File: src/rtl/lbh_pkg.sv
package lbh_pkg;

    // sizing
    localparam int MAX_BINS    = 30;
    localparam int SLOT_COUNT  = MAX_BINS + 2;
    localparam int SLOT_W      = $clog2(SLOT_COUNT);
    localparam int DATA_W      = 32;
    localparam int WIDTH_W     = 31;
    localparam int CNT_W       = 32;
    localparam int CFG_IDX_W   = 2;
    localparam int CFG_DATA_W  = 32;
    localparam int IN_TDATA_W  = 32;
    localparam int OUT_TDATA_W = 40;
    localparam int DIV_CNT_W   = $clog2(DATA_W);

    // configuration register indexes
    typedef enum logic [CFG_IDX_W-1:0] {
        REG_RANGE_MIN   = 2'd0,
        REG_RANGE_MAX   = 2'd1,
        REG_BIN_WIDTH   = 2'd2,
        REG_BINS_IN_USE = 2'd3
    } t_cfg_reg;

    // controller to datapath
    typedef struct packed {
        logic load_item;
        logic classify;
        logic div_step;
        logic fix_slot;
        logic ram_rd;
        logic ram_wr;
        logic ro_rd;
        logic ro_load;
        logic clear_all;
    } t_dp_cmd;

    // datapath to controller
    typedef struct packed {
        logic bypass;
        logic div_last;
        logic item_last;
        logic ro_end;
        logic out_hold;
    } t_dp_status;

endpackage

File: src/rtl/lbh_ram.sv
module lbh_ram #(
    parameter int WIDTH = 32,
    parameter int DEPTH = 32
) (
    input  logic                     i_clk,
    input  logic                     i_we,
    input  logic [$clog2(DEPTH)-1:0] i_waddr,
    input  logic [WIDTH-1:0]         i_wdata,
    input  logic                     i_re,
    input  logic [$clog2(DEPTH)-1:0] i_raddr,
    output logic [WIDTH-1:0]         o_rdata
);

    logic [WIDTH-1:0] r_mem [DEPTH];
    logic [WIDTH-1:0] r_rdata;

    // single write port, registered read port
    always_ff @(posedge i_clk) begin
        if (i_we) begin
            r_mem[i_waddr] <= i_wdata;
        end
        if (i_re) begin
            r_rdata <= r_mem[i_raddr];
        end
    end

    assign o_rdata = r_rdata;

endmodule

File: src/rtl/lbh_datapath.sv
module lbh_datapath (
    input  logic                             i_clk,
    input  logic                             i_rst_n,
    // configuration writes
    input  logic                             i_cfg_we,
    input  logic [lbh_pkg::CFG_IDX_W-1:0]    i_cfg_index,
    input  logic [lbh_pkg::CFG_DATA_W-1:0]   i_cfg_data,
    // input item
    input  logic [lbh_pkg::DATA_W-1:0]       i_sample,
    input  logic                             i_last_sample,
    // controller link
    input  lbh_pkg::t_dp_cmd                 i_cmd,
    output lbh_pkg::t_dp_status              o_status,
    // result beat
    output logic                             o_out_valid,
    input  logic                             i_out_ready,
    output logic [lbh_pkg::SLOT_W-1:0]       o_bin_index,
    output logic [lbh_pkg::CNT_W-1:0]        o_bin_count,
    output logic                             o_last_bin
);

    import lbh_pkg::*;

    // configuration registers
    logic signed [DATA_W-1:0]  r_range_min;
    logic signed [DATA_W-1:0]  r_range_max;
    logic [WIDTH_W-1:0]        r_bin_width;
    logic [SLOT_W-1:0]         r_bins_in_use;

    // item registers
    logic signed [DATA_W-1:0]  r_x;
    logic                      r_last;
    logic [SLOT_W-1:0]         r_nb;
    logic [WIDTH_W-1:0]        r_w;
    logic [SLOT_W-1:0]         r_slot;

    // divider
    logic [DATA_W-1:0]         r_dvd;
    logic [WIDTH_W-1:0]        r_rem;
    logic [DIV_CNT_W-1:0]      r_div_cnt;
    logic [WIDTH_W:0]          trial;
    logic                      trial_ok;

    // counter store
    logic [SLOT_COUNT-1:0]     r_valid;
    logic                      r_rd_valid;
    logic [SLOT_W-1:0]         r_k;
    logic                      ram_re;
    logic [SLOT_W-1:0]         ram_raddr;
    logic [CNT_W-1:0]          ram_rdata;
    logic [CNT_W-1:0]          cur_count;
    logic [CNT_W-1:0]          next_count;

    // output register
    logic                      r_out_valid;
    logic [SLOT_W-1:0]         r_out_index;
    logic [CNT_W-1:0]          r_out_count;
    logic                      r_out_last;

    logic                      under;
    logic                      over;
    logic [SLOT_W-1:0]         n_nb;
    logic [SLOT_W-1:0]         nb_plus1;

    // configuration write decode
    always_ff @(posedge i_clk) begin
        if (!i_rst_n) begin
            r_range_min   <= DATA_W'(0);
            r_range_max   <= DATA_W'(2097152);
            r_bin_width   <= WIDTH_W'(65536);
            r_bins_in_use <= SLOT_W'(MAX_BINS);
        end else if (i_cfg_we) begin
            unique case (t_cfg_reg'(i_cfg_index))
                REG_RANGE_MIN:   r_range_min   <= i_cfg_data[DATA_W-1:0];
                REG_RANGE_MAX:   r_range_max   <= i_cfg_data[DATA_W-1:0];
                REG_BIN_WIDTH:   r_bin_width   <= i_cfg_data[WIDTH_W-1:0];
                REG_BINS_IN_USE: r_bins_in_use <= i_cfg_data[SLOT_W-1:0];
                default: ;
            endcase
        end
    end

    // bins actually in use, clamped to one..MAX_BINS
    always_comb begin
        priority if (r_bins_in_use == '0) begin
            n_nb = SLOT_W'(1);
        end else if (r_bins_in_use > SLOT_W'(MAX_BINS)) begin
            n_nb = SLOT_W'(MAX_BINS);
        end else begin
            n_nb = r_bins_in_use;
        end
    end

    assign nb_plus1 = r_nb + SLOT_W'(1);
    assign under    = (r_x <= r_range_min);
    assign over     = (r_x >= r_range_max);

    // one restoring division step
    assign trial    = {r_rem, r_dvd[DATA_W-1]};
    assign trial_ok = (trial >= {1'b0, r_w});

    // item capture, classification and division
    always_ff @(posedge i_clk) begin
        if (i_cmd.load_item) begin
            r_x    <= i_sample;
            r_last <= i_last_sample;
            r_nb   <= n_nb;
            r_w    <= (r_bin_width == '0) ? WIDTH_W'(1) : r_bin_width;
        end
        if (i_cmd.classify) begin
            r_slot    <= under ? '0 : nb_plus1;
            r_dvd     <= DATA_W'(r_x - r_range_min);
            r_rem     <= '0;
            r_div_cnt <= '0;
        end
        if (i_cmd.div_step) begin
            r_rem     <= trial_ok ? WIDTH_W'(trial - {1'b0, r_w}) : trial[WIDTH_W-1:0];
            r_dvd     <= {r_dvd[DATA_W-2:0], trial_ok};
            r_div_cnt <= r_div_cnt + DIV_CNT_W'(1);
        end
        // quotient beyond the bins lands in the last regular bin
        if (i_cmd.fix_slot) begin
            r_slot <= (r_dvd >= DATA_W'(r_nb)) ? r_nb
                                               : r_dvd[SLOT_W-1:0] + SLOT_W'(1);
        end
    end

    // counter store access
    assign ram_re    = i_cmd.ram_rd | i_cmd.ro_rd;
    assign ram_raddr = i_cmd.ram_rd ? r_slot : r_k;
    assign cur_count = r_rd_valid ? ram_rdata : '0;
    assign next_count = (cur_count == '1) ? cur_count : cur_count + CNT_W'(1);

    lbh_ram #(
        .WIDTH (CNT_W),
        .DEPTH (SLOT_COUNT)
    ) u_counters (
        .i_clk   (i_clk),
        .i_we    (i_cmd.ram_wr),
        .i_waddr (r_slot),
        .i_wdata (next_count),
        .i_re    (ram_re),
        .i_raddr (ram_raddr),
        .o_rdata (ram_rdata)
    );

    // valid bits stand for the cleared state of each counter
    always_ff @(posedge i_clk) begin
        if (!i_rst_n) begin
            r_valid <= '0;
        end else if (i_cmd.clear_all) begin
            r_valid <= '0;
        end else if (i_cmd.ram_wr) begin
            r_valid[r_slot] <= 1'b1;
        end
    end

    always_ff @(posedge i_clk) begin
        if (ram_re) begin
            r_rd_valid <= r_valid[ram_raddr];
        end
    end

    // readout index
    always_ff @(posedge i_clk) begin
        if (i_cmd.ram_wr) begin
            r_k <= '0;
        end else if (i_cmd.ro_load) begin
            r_k <= r_k + SLOT_W'(1);
        end
    end

    // output register
    always_ff @(posedge i_clk) begin
        if (!i_rst_n) begin
            r_out_valid <= 1'b0;
        end else if (i_cmd.ro_load) begin
            r_out_valid <= 1'b1;
        end else if (i_out_ready) begin
            r_out_valid <= 1'b0;
        end
    end

    always_ff @(posedge i_clk) begin
        if (i_cmd.ro_load) begin
            r_out_index <= r_k;
            r_out_count <= cur_count;
            r_out_last  <= (r_k == nb_plus1);
        end
    end

    assign o_status.bypass    = under | over;
    assign o_status.div_last  = (r_div_cnt == '1);
    assign o_status.item_last = r_last;
    assign o_status.ro_end    = (r_k == nb_plus1);
    assign o_status.out_hold  = r_out_valid & ~i_out_ready;

    assign o_out_valid = r_out_valid;
    assign o_bin_index = r_out_index;
    assign o_bin_count = r_out_count;
    assign o_last_bin  = r_out_last;

    // a held beat is never overwritten
    a_no_overwrite: assert property (@(posedge i_clk) disable iff (!i_rst_n)
        i_cmd.ro_load |-> !(r_out_valid && !i_out_ready))
        else $error("result beat overwritten while held");

    // a divided sample always lands in a regular bin
    a_regular_slot: assert property (@(posedge i_clk) disable iff (!i_rst_n)
        i_cmd.fix_slot |=> (r_slot != '0) && (r_slot <= r_nb))
        else $error("divided sample outside regular bins");

    // counter updates stay within the bins in use and the overflow bin
    a_slot_range: assert property (@(posedge i_clk) disable iff (!i_rst_n)
        i_cmd.ram_wr |-> (r_slot <= nb_plus1))
        else $error("counter write beyond overflow bin");

    // the store is empty after readout ends
    a_cleared: assert property (@(posedge i_clk) disable iff (!i_rst_n)
        i_cmd.clear_all |=> (r_valid == '0))
        else $error("counters not cleared after readout");

endmodule

File: src/rtl/lbh_ctrl.sv
module lbh_ctrl (
    input  logic                 i_clk,
    input  logic                 i_rst_n,
    input  logic                 i_in_valid,
    output logic                 o_in_ready,
    input  lbh_pkg::t_dp_status  i_status,
    output lbh_pkg::t_dp_cmd     o_cmd
);

    import lbh_pkg::*;

    typedef enum logic [7:0] {
        ST_IDLE    = 8'b0000_0001,
        ST_CLASS   = 8'b0000_0010,
        ST_DIV     = 8'b0000_0100,
        ST_FIX     = 8'b0000_1000,
        ST_READ    = 8'b0001_0000,
        ST_WRITE   = 8'b0010_0000,
        ST_RO_RD   = 8'b0100_0000,
        ST_RO_LOAD = 8'b1000_0000
    } t_state;

    t_state  r_state;
    t_state  n_state;
    t_dp_cmd cmd;

    // next state and commands
    always_comb begin
        n_state = r_state;
        cmd     = '0;
        unique case (r_state)
            ST_IDLE: begin
                if (i_in_valid) begin
                    cmd.load_item = 1'b1;
                    n_state       = ST_CLASS;
                end
            end
            ST_CLASS: begin
                cmd.classify = 1'b1;
                n_state      = i_status.bypass ? ST_READ : ST_DIV;
            end
            ST_DIV: begin
                cmd.div_step = 1'b1;
                if (i_status.div_last) begin
                    n_state = ST_FIX;
                end
            end
            ST_FIX: begin
                cmd.fix_slot = 1'b1;
                n_state      = ST_READ;
            end
            ST_READ: begin
                cmd.ram_rd = 1'b1;
                n_state    = ST_WRITE;
            end
            ST_WRITE: begin
                cmd.ram_wr = 1'b1;
                n_state    = i_status.item_last ? ST_RO_RD : ST_IDLE;
            end
            ST_RO_RD: begin
                cmd.ro_rd = 1'b1;
                n_state   = ST_RO_LOAD;
            end
            ST_RO_LOAD: begin
                if (!i_status.out_hold) begin
                    cmd.ro_load = 1'b1;
                    if (i_status.ro_end) begin
                        cmd.clear_all = 1'b1;
                        n_state       = ST_IDLE;
                    end else begin
                        n_state = ST_RO_RD;
                    end
                end
            end
            default: n_state = ST_IDLE;
        endcase
    end

    always_ff @(posedge i_clk) begin
        if (!i_rst_n) begin
            r_state <= ST_IDLE;
        end else begin
            r_state <= n_state;
        end
    end

    assign o_cmd      = cmd;
    assign o_in_ready = (r_state == ST_IDLE);

endmodule

File: src/rtl/linear_bin_histogram.sv
// Uniform-bin histogram over signed Q16.16 samples with underflow and overflow
// counters. Each accepted beat is classified against range_min/range_max and,
// when it falls inside the range, its bin is found by a radix-2 restoring
// divider (one quotient bit per cycle) followed by a read-modify-write of a
// saturating 32-bit counter in a RAM with one write and one read port; an
// out-of-range sample skips the divider's 32 steps. A beat with tlast set
// starts readout: the underflow counter, bins 1..bins_in_use and the overflow
// counter leave one beat at a time as the sink allows, tlast marks the
// overflow beat, and all counters read as zero afterwards. A new beat is taken
// only once the previous one is written, never during readout. Counters are
// cleared at reset without any sweep. Write the configuration only while idle.
module linear_bin_histogram (
    input  logic                               i_clk,
    input  logic                               i_rst_n,
    // configuration
    input  logic                               i_cfg_we,
    input  logic [lbh_pkg::CFG_IDX_W-1:0]      i_cfg_index,
    input  logic [lbh_pkg::CFG_DATA_W-1:0]     i_cfg_data,
    // sample stream
    input  logic                               i_s_axis_tvalid,
    output logic                               o_s_axis_tready,
    input  logic [lbh_pkg::IN_TDATA_W-1:0]     i_s_axis_tdata,   // [31:0] sample
    input  logic                               i_s_axis_tlast,   // last_sample
    // histogram stream
    output logic                               o_m_axis_tvalid,
    input  logic                               i_m_axis_tready,
    output logic [lbh_pkg::OUT_TDATA_W-1:0]    o_m_axis_tdata,   // [4:0] bin_index,
                                                                 // [36:5] bin_count, zero pad
    output logic                               o_m_axis_tlast    // last_bin
);

    import lbh_pkg::*;

    t_dp_cmd             cmd;
    t_dp_status          status;
    logic [SLOT_W-1:0]   bin_index;
    logic [CNT_W-1:0]    bin_count;

    lbh_ctrl u_ctrl (
        .i_clk      (i_clk),
        .i_rst_n    (i_rst_n),
        .i_in_valid (i_s_axis_tvalid),
        .o_in_ready (o_s_axis_tready),
        .i_status   (status),
        .o_cmd      (cmd)
    );

    lbh_datapath u_datapath (
        .i_clk         (i_clk),
        .i_rst_n       (i_rst_n),
        .i_cfg_we      (i_cfg_we),
        .i_cfg_index   (i_cfg_index),
        .i_cfg_data    (i_cfg_data),
        .i_sample      (i_s_axis_tdata[DATA_W-1:0]),
        .i_last_sample (i_s_axis_tlast),
        .i_cmd         (cmd),
        .o_status      (status),
        .o_out_valid   (o_m_axis_tvalid),
        .i_out_ready   (i_m_axis_tready),
        .o_bin_index   (bin_index),
        .o_bin_count   (bin_count),
        .o_last_bin    (o_m_axis_tlast)
    );

    // pack the result beat
    assign o_m_axis_tdata = {{(OUT_TDATA_W - SLOT_W - CNT_W){1'b0}}, bin_count, bin_index};

endmodule
File: config.mk
export PLATFORM = sky130hd
export DESIGN_NAME = linear_bin_histogram
export DESIGN_NICKNAME = d
export VERILOG_FILES = /design/src/rtl/lbh_pkg.sv /design/src/rtl/lbh_ram.sv /design/src/rtl/lbh_datapath.sv /design/src/rtl/lbh_ctrl.sv /design/src/rtl/linear_bin_histogram.sv
export SDC_FILE = /design/constraint.sdc
export NUM_CORES = 2
export LEC_CHECK = 0
export ABC_AREA = 1
export BUFFER_PORTS_ARGS = -buffer_cell sky130_fd_sc_hd__buf_2
export CAP_MARGIN = 20
export CORE_UTILIZATION = 51
export DETAILED_ROUTE_END_ITERATION = 12
export GPL_TIMING_DRIVEN = 0
export PLACE_DENSITY = 0.69
export SYNTH_ARGS = -nofsm -noshare
export SYNTH_HDL_FRONTEND = slang
export SYNTH_SLANG_ARGS = --single-unit
File: constraint.sdc
create_clock -name i_clk -period 3.9 [get_ports i_clk]
set_input_delay 0.585 -clock i_clk [delete_from_list [all_inputs] [get_ports i_clk]]
set_output_delay 0.585 -clock i_clk [all_outputs]
set_load 0.01 [all_outputs]
---- Word-level counts from Yosys, hierarchy flattened ----
Memory sizes are Yosys's and may differ from the RTL's. A register that Yosys moved wholly into a read port is not among the register bits.
Cells that the tools add are included.
word-level totals
  output and inout port bits .............. 43
  bits in writable memories ............... 1,024
  input port bits ......................... 72
  bits in registers ....................... 327
  memories kept ........................... 1
cells by class
  mux-type cells .......................... 41
  reduce and logical (&&, ||, !) cells .... 13
  bitwise logic cells ..................... 6
  add/sub/neg operators ................... 7
  order comparisons ....................... 8
  equal/unequal tests ..................... 17
memories
  name                         words  bits a word  rd ports  clocked after memory_dff  wr ports  line           source
  u_datapath.u_counters.r_mem  32     32           1         1                         1         lbh_ram.sv:14  logic [WIDTH-1:0] r_mem [DEPTH];
operators with widths
  kind                                                 number
  2-to-1 mux 32 bit                                    4
  2-to-1 mux 31 bit                                    3
  one-hot mux 8 bit (8 select lines)                   1
  2-to-1 mux 5 bit                                     9
  adder 32 x 1 -> 32 bit (second input constant)       1
  == test 32 bit (second input constant)               1
  greater-or-equal comparator 32 x 31 -> 1 bit         1
  greater-or-equal comparator 32 bit                   1
  greater-or-equal comparator 32 x 5 -> 1 bit          1
  less-or-equal comparator 32 bit                      1
  bitwise OR 32 bit                                    1
  subtractor 32 bit                                    1
  zero test 31 bit                                     1
  subtractor 31 bit                                    1
  2-to-1 mux 8 bit                                     3
  adder 5 x 1 -> 5 bit (second input constant)         4
  2-to-1 mux 1 bit                                     15
  2-to-1 mux 7 bit                                     2
  < comparator 5 x 6 -> 1 bit (second input constant)  2
  == test 8 x 1 -> 1 bit (second input constant)       1
  == test 8 x 2 -> 1 bit (second input constant)       1
  == test 8 x 3 -> 1 bit (second input constant)       1
  == test 8 x 4 -> 1 bit (second input constant)       1
  == test 8 x 5 -> 1 bit (second input constant)       1
  23 further kinds                                     34

---- Logic depth before layout (Yosys ltp) ----
  depth after elaboration ................. 6
  mapped depth ............................ 18
  gate-level depth less buffers ........... 18

---- Modules after synthesis ----
A second synthesis with hierarchy kept.
unflattened totals
  cells, all modules ...................... 6,164
  area total of the unflattened synthesis .. 62,294.7 um^2
modules (own cells, without submodules)
  module                area an instance (um^2)  cells each  instances
  lbh_ram               42,726.0                 3,536       1
  lbh_datapath          18,939.4                 2,533       1
  lbh_ctrl              603.1                    91          1
  linear_bin_histogram  26.3                     4           1

---- Least setup slack after synthesis ----
No wires, ideal clock.
  path type ............................... reg2reg
  from .................................... reg u_ctrl.r_state[2]
  to ...................................... reg u_datapath.r_last, enable pin
  cell stages (with the launch flop) ...... 6
  data required time ...................... 3.403 ns
  arrival time ............................ 4.138 ns
  slack ................................... -0.735 ns
  buffers on the path ..................... 0
  path through ............................ dfxtp_1 > nor2_4 > inv_1 > nor4_1 > inv_1 > nor2_1
RTL lines
  item                    line                 source
  from (decl)             lbh_ctrl.sv:23       t_state r_state;
  from (signal assigned)  lbh_ctrl.sv:83       r_state <= n_state;
  to (signal assigned)    lbh_datapath.sv:106  r_last <= i_last_sample;
  to (decl)               lbh_datapath.sv:32   logic r_last;

---- Worst setup path in the final report ----
  from .................................... reg u_datapath.r_rd_valid
  to ...................................... mem u_datapath.u_counters.r_mem[6][23], data pin
between the ends
  longest elaborated chain between the ends .. 3
  elaborated cells between the ends (all ways) .. 4
ends and longest elaborated chain
  item                                                      line                 source
  from (decl)                                               lbh_datapath.sv:46   logic r_rd_valid;
  from (signal assigned)                                    lbh_datapath.sv:160  r_rd_valid <= r_valid[ram_raddr];
  2-to-1 mux 32 bit *                                       lbh_datapath.sv:131  assign cur_count = r_rd_valid ? ram_rdata : '0;
  named net u_datapath.cur_count[1]                         lbh_datapath.sv:51   logic [CNT_W-1:0] cur_count;
  adder 32 x 1 -> 32 bit or == test 32 bit (tied branches)  lbh_datapath.sv:132  assign next_count = (cur_count == '1) ? cur_count : cur_count + CNT_W'(1);
  2-to-1 mux 32 bit *                                       lbh_datapath.sv:132
  named net u_datapath.next_count[23]                       lbh_datapath.sv:52   logic [CNT_W-1:0] next_count;
  to (decl)                                                 lbh_ram.sv:14
The timed path passes the listed nets; every way through them passes the cells marked *.

==> qor.csv <==
metric,value,unit
Root Buffer,clkbuf_16,
fmax,0.258,GHz
status,completed,
CP Capture Type,register,
critical setup path kind,register to register,
Setup WS post-layout,0.0240,ns
Post-Synth XOR/XNOR Area,0.808,%
initial antenna violation count,5,
Die Y,350,µm
Placement Setup Slack,-0.347,ns
Syn-to-layout area delta,16.1,%
DR WL/cell,22.1,µm
# IOs,115,
Cells after Synth,6141,
synthesized-area fraction occupied by and/or/nand/nor cells,20.1,%
final setup fails,0,
async set-reset flop share out of synthesis,0,%
GRT Overall Usage,29.8,%
"Top FF cell, synth",edfxtp_1,
most frequent cell after synthesis,nand2_1,
initial DRC count,5129,
Synth Area in Compound Gates,6.28,%
largest family of logic cells by synthesized area,simple AND/OR/NAND/NOR gates,
routability cong.,0.989,
first-pass GRT wire length,269000,µm
IO buf count,111,
Setup crit start,u_datapath.r_rd_valid,
Setup crit start kind,register,
worst setup path end,u_datapath.u_counters.r_mem[6][23],
Tmin final,3.88,ns
total grt overflow,0,
Layout Nets,6690,
largest fanout on the critical path,17,
DPL Wire Length,131000,µm
clock sink count,1383,
Power Density,443,mW/mm²
Post-synth EDFFs,1237,
Critical Path RT,4.40,ns
share of cells above drive strength 1,10.3,%
Pins Over Slew Limit,0,
post-synthesis sequential area ratio,64.9,%
Die Width,350,µm
pin count of the biggest net entering global routing,69,
Via density,5.56,
synth top area cells,"edfxtp_1, nand2_1, dfxtp_1",
Skew-Pair Late Insertion Delay,0.78,ns
LEAKAGE,28.4,nW
synthesized cell area,0.0618,mm²
Final ANT Viol Nets,0,
total die area,0.122,mm²
slew of the pin with the lowest slew margin,1.10,ns
max_cap viols,0,
Rows,127,
CTS tree,built,
CTS Buf Count,144,
R2R setup slack,0.02,ns
Max VDD drop,0.472,mV
clk buf depth,3,
relative slew slack,26.0,%
Post-synth top cells,"nand2_1, edfxtp_1, inv_1, nand3_1, nor2_1",
Cells on Worst Hold Path,3,
# DRC,0,
RR Endpoint,u_datapath.u_counters.r_mem[6][23],
H-Tree Depth,4,
Synth warnings,0,
CP Data Arrival Time,4.38,ns
Seq cells post-synth,1383,
adder-cell share of the synthesized area,2.21,%
Fin. Hold Viols,0,
vias in the first global route,43300,
core box area,0.120,mm²
RSZ-0062 raised after global routing,yes,
Hold Path Class,input port to register,
R2R Path Start,u_datapath.r_rd_valid,
drt pass-1 iters,6,
Avg Inst Size Synth,10.1,µm²
"CTS clk-pin slew, worst paths",0.06,ns
multiplexer share of the synthesized area,0,%
"area leader, netlist",edfxtp_1,
r2r worst-path depth,12,
vias,45800,
Total Wirelength,182000,µm
top cell type's share of synthesized area,60.1,%
Starting Density,51.5,%
"Core Util, Final",59.8,%
total power,31.8,mW
Netlist cell types,51,
Final period util,99.4,%
clock skew,0.0252,ns
## cell usage in the layout, fill, tap and decap left out, types with 42 or more instances in the layout
cell type,instances
nand2_1,2070
edfxtp_1,1237
inv_1,546
nand3_1,496
nor2_1,303
buf_2,287
o21ai_0,275
a21oi_1,192
clkbuf_16,149
dfxtp_1,146
clkbuf_1,141
o211ai_1,139
ha_1,106
buf_16,42
## logic make-up after synthesis
| kind of cell | count (synthesis) |
|---|---|
| DFF | 1383 |
| AOI/OAI and AO/OA | 679 |
| other | 1 |
| and+or+nand+nor | 3045 |
| buffers and inverters | 868 |
| xor gates and xnor gates | 57 |
| adders and majority gates | 108 |
## per-stage QoR
stage / setup TNS [ns] / std cells / cell area [µm²] / hold WS (ns)
after floorplan: 0 / 6143 / 61800 / 0.430
after global placement: -2009.05 / 7866 / 64300 / 0.442
after detailed placement: -37.46 / 7932 / 66600 / 0.450
after CTS: 0 / 8220 / 71500 / 0.0413
after global routing: -9.39 / 8231 / 71700 / 0.0735
final: 0 / 8235 / 71700 / 0.0796
## worst max-delay path: stages, from the launching register on
cell      delay [ns]
edfxtp_1        0.44
buf_4           0.21
nand2_1         0.18
inv_1           0.09
ha_1            0.23
nand3_1         0.22
inv_1           0.11
nand4_1         0.13
inv_1           0.08
nand4_1         0.40
clkbuf_2        0.48
nand3_2         0.60
buf_16          0.39
## power breakdown
| part | switching (mW) | internal, mW |
|---|---|---|
| Combinational | 1.40 | 0.683 |
| Sequential | 0.0931 | 16.2 |
| Clock | 5.77 | 7.68 |
## metal layers
layer | routed length (µm) | track usage (%) | vias to the layer above
met5 | 0 | 0 | -
met3 | 18000 | 5.54 | 374
li1 | - | - | 21400
met4 | 9110 | 15.0 | 0
met2 | 83000 | 46.7 | 2212
met1 | 72200 | 40.0 | 21800
## flip-flops by register name, indices dropped and copies added (netlist names), 8 cells and up
register and cells:
u_ctrl.r_state 8, u_datapath.r_valid 32, u_datapath.r_x 32, u_datapath.r_bin_width 31, u_datapath.r_dvd 32, u_datapath.r_w 31, u_datapath.u_counters.o_rdata 32, u_datapath.r_range_min 32
u_datapath.r_range_max 32, u_datapath.u_counters.r_mem 1024, u_datapath.o_bin_count 32, u_datapath.r_rem 31
## area by class of cell
cell class	count	area [µm²]
timing repair buffer	221	2700
sequential	1383	40100
multi-input combinational	3892	18800
clock buffer	188	3950
buffer	312	1450
antenna	4	10.0
tap	1612	2020
inverter	556	2090
clock inverter	67	621
fill	9664	48300
## worst min-delay path by stage
stage | startpoint | end | slack (ns)
4_1_cts | i_cfg_data[21] | u_datapath.r_range_max[21] | 0.04
3_5_place_dp | u_datapath.r_range_min[13] | u_datapath.r_range_min[13] | 0.45
5_1_grt | i_cfg_data[21] | u_datapath.r_range_max[21] | 0.07
2_1_floorplan | u_datapath.r_k[3] | u_datapath.o_bin_index[3] | 0.43
6_report | i_cfg_data[21] | u_datapath.r_range_max[21] | 0.08
3_3_place_gp | u_datapath.r_range_min[30] | u_datapath.r_range_min[30] | 0.44
## what timing repair did
item,4_1_cts,5_1_grt
hold endpoints to repair,33,0
setup buffers,0,11
hold buffers,33,0
resized for setup,3,6
endpoints found under the setup margin,197,386
pin swaps,0,4
No activity file was read; power rests on OpenSTA's default activity.
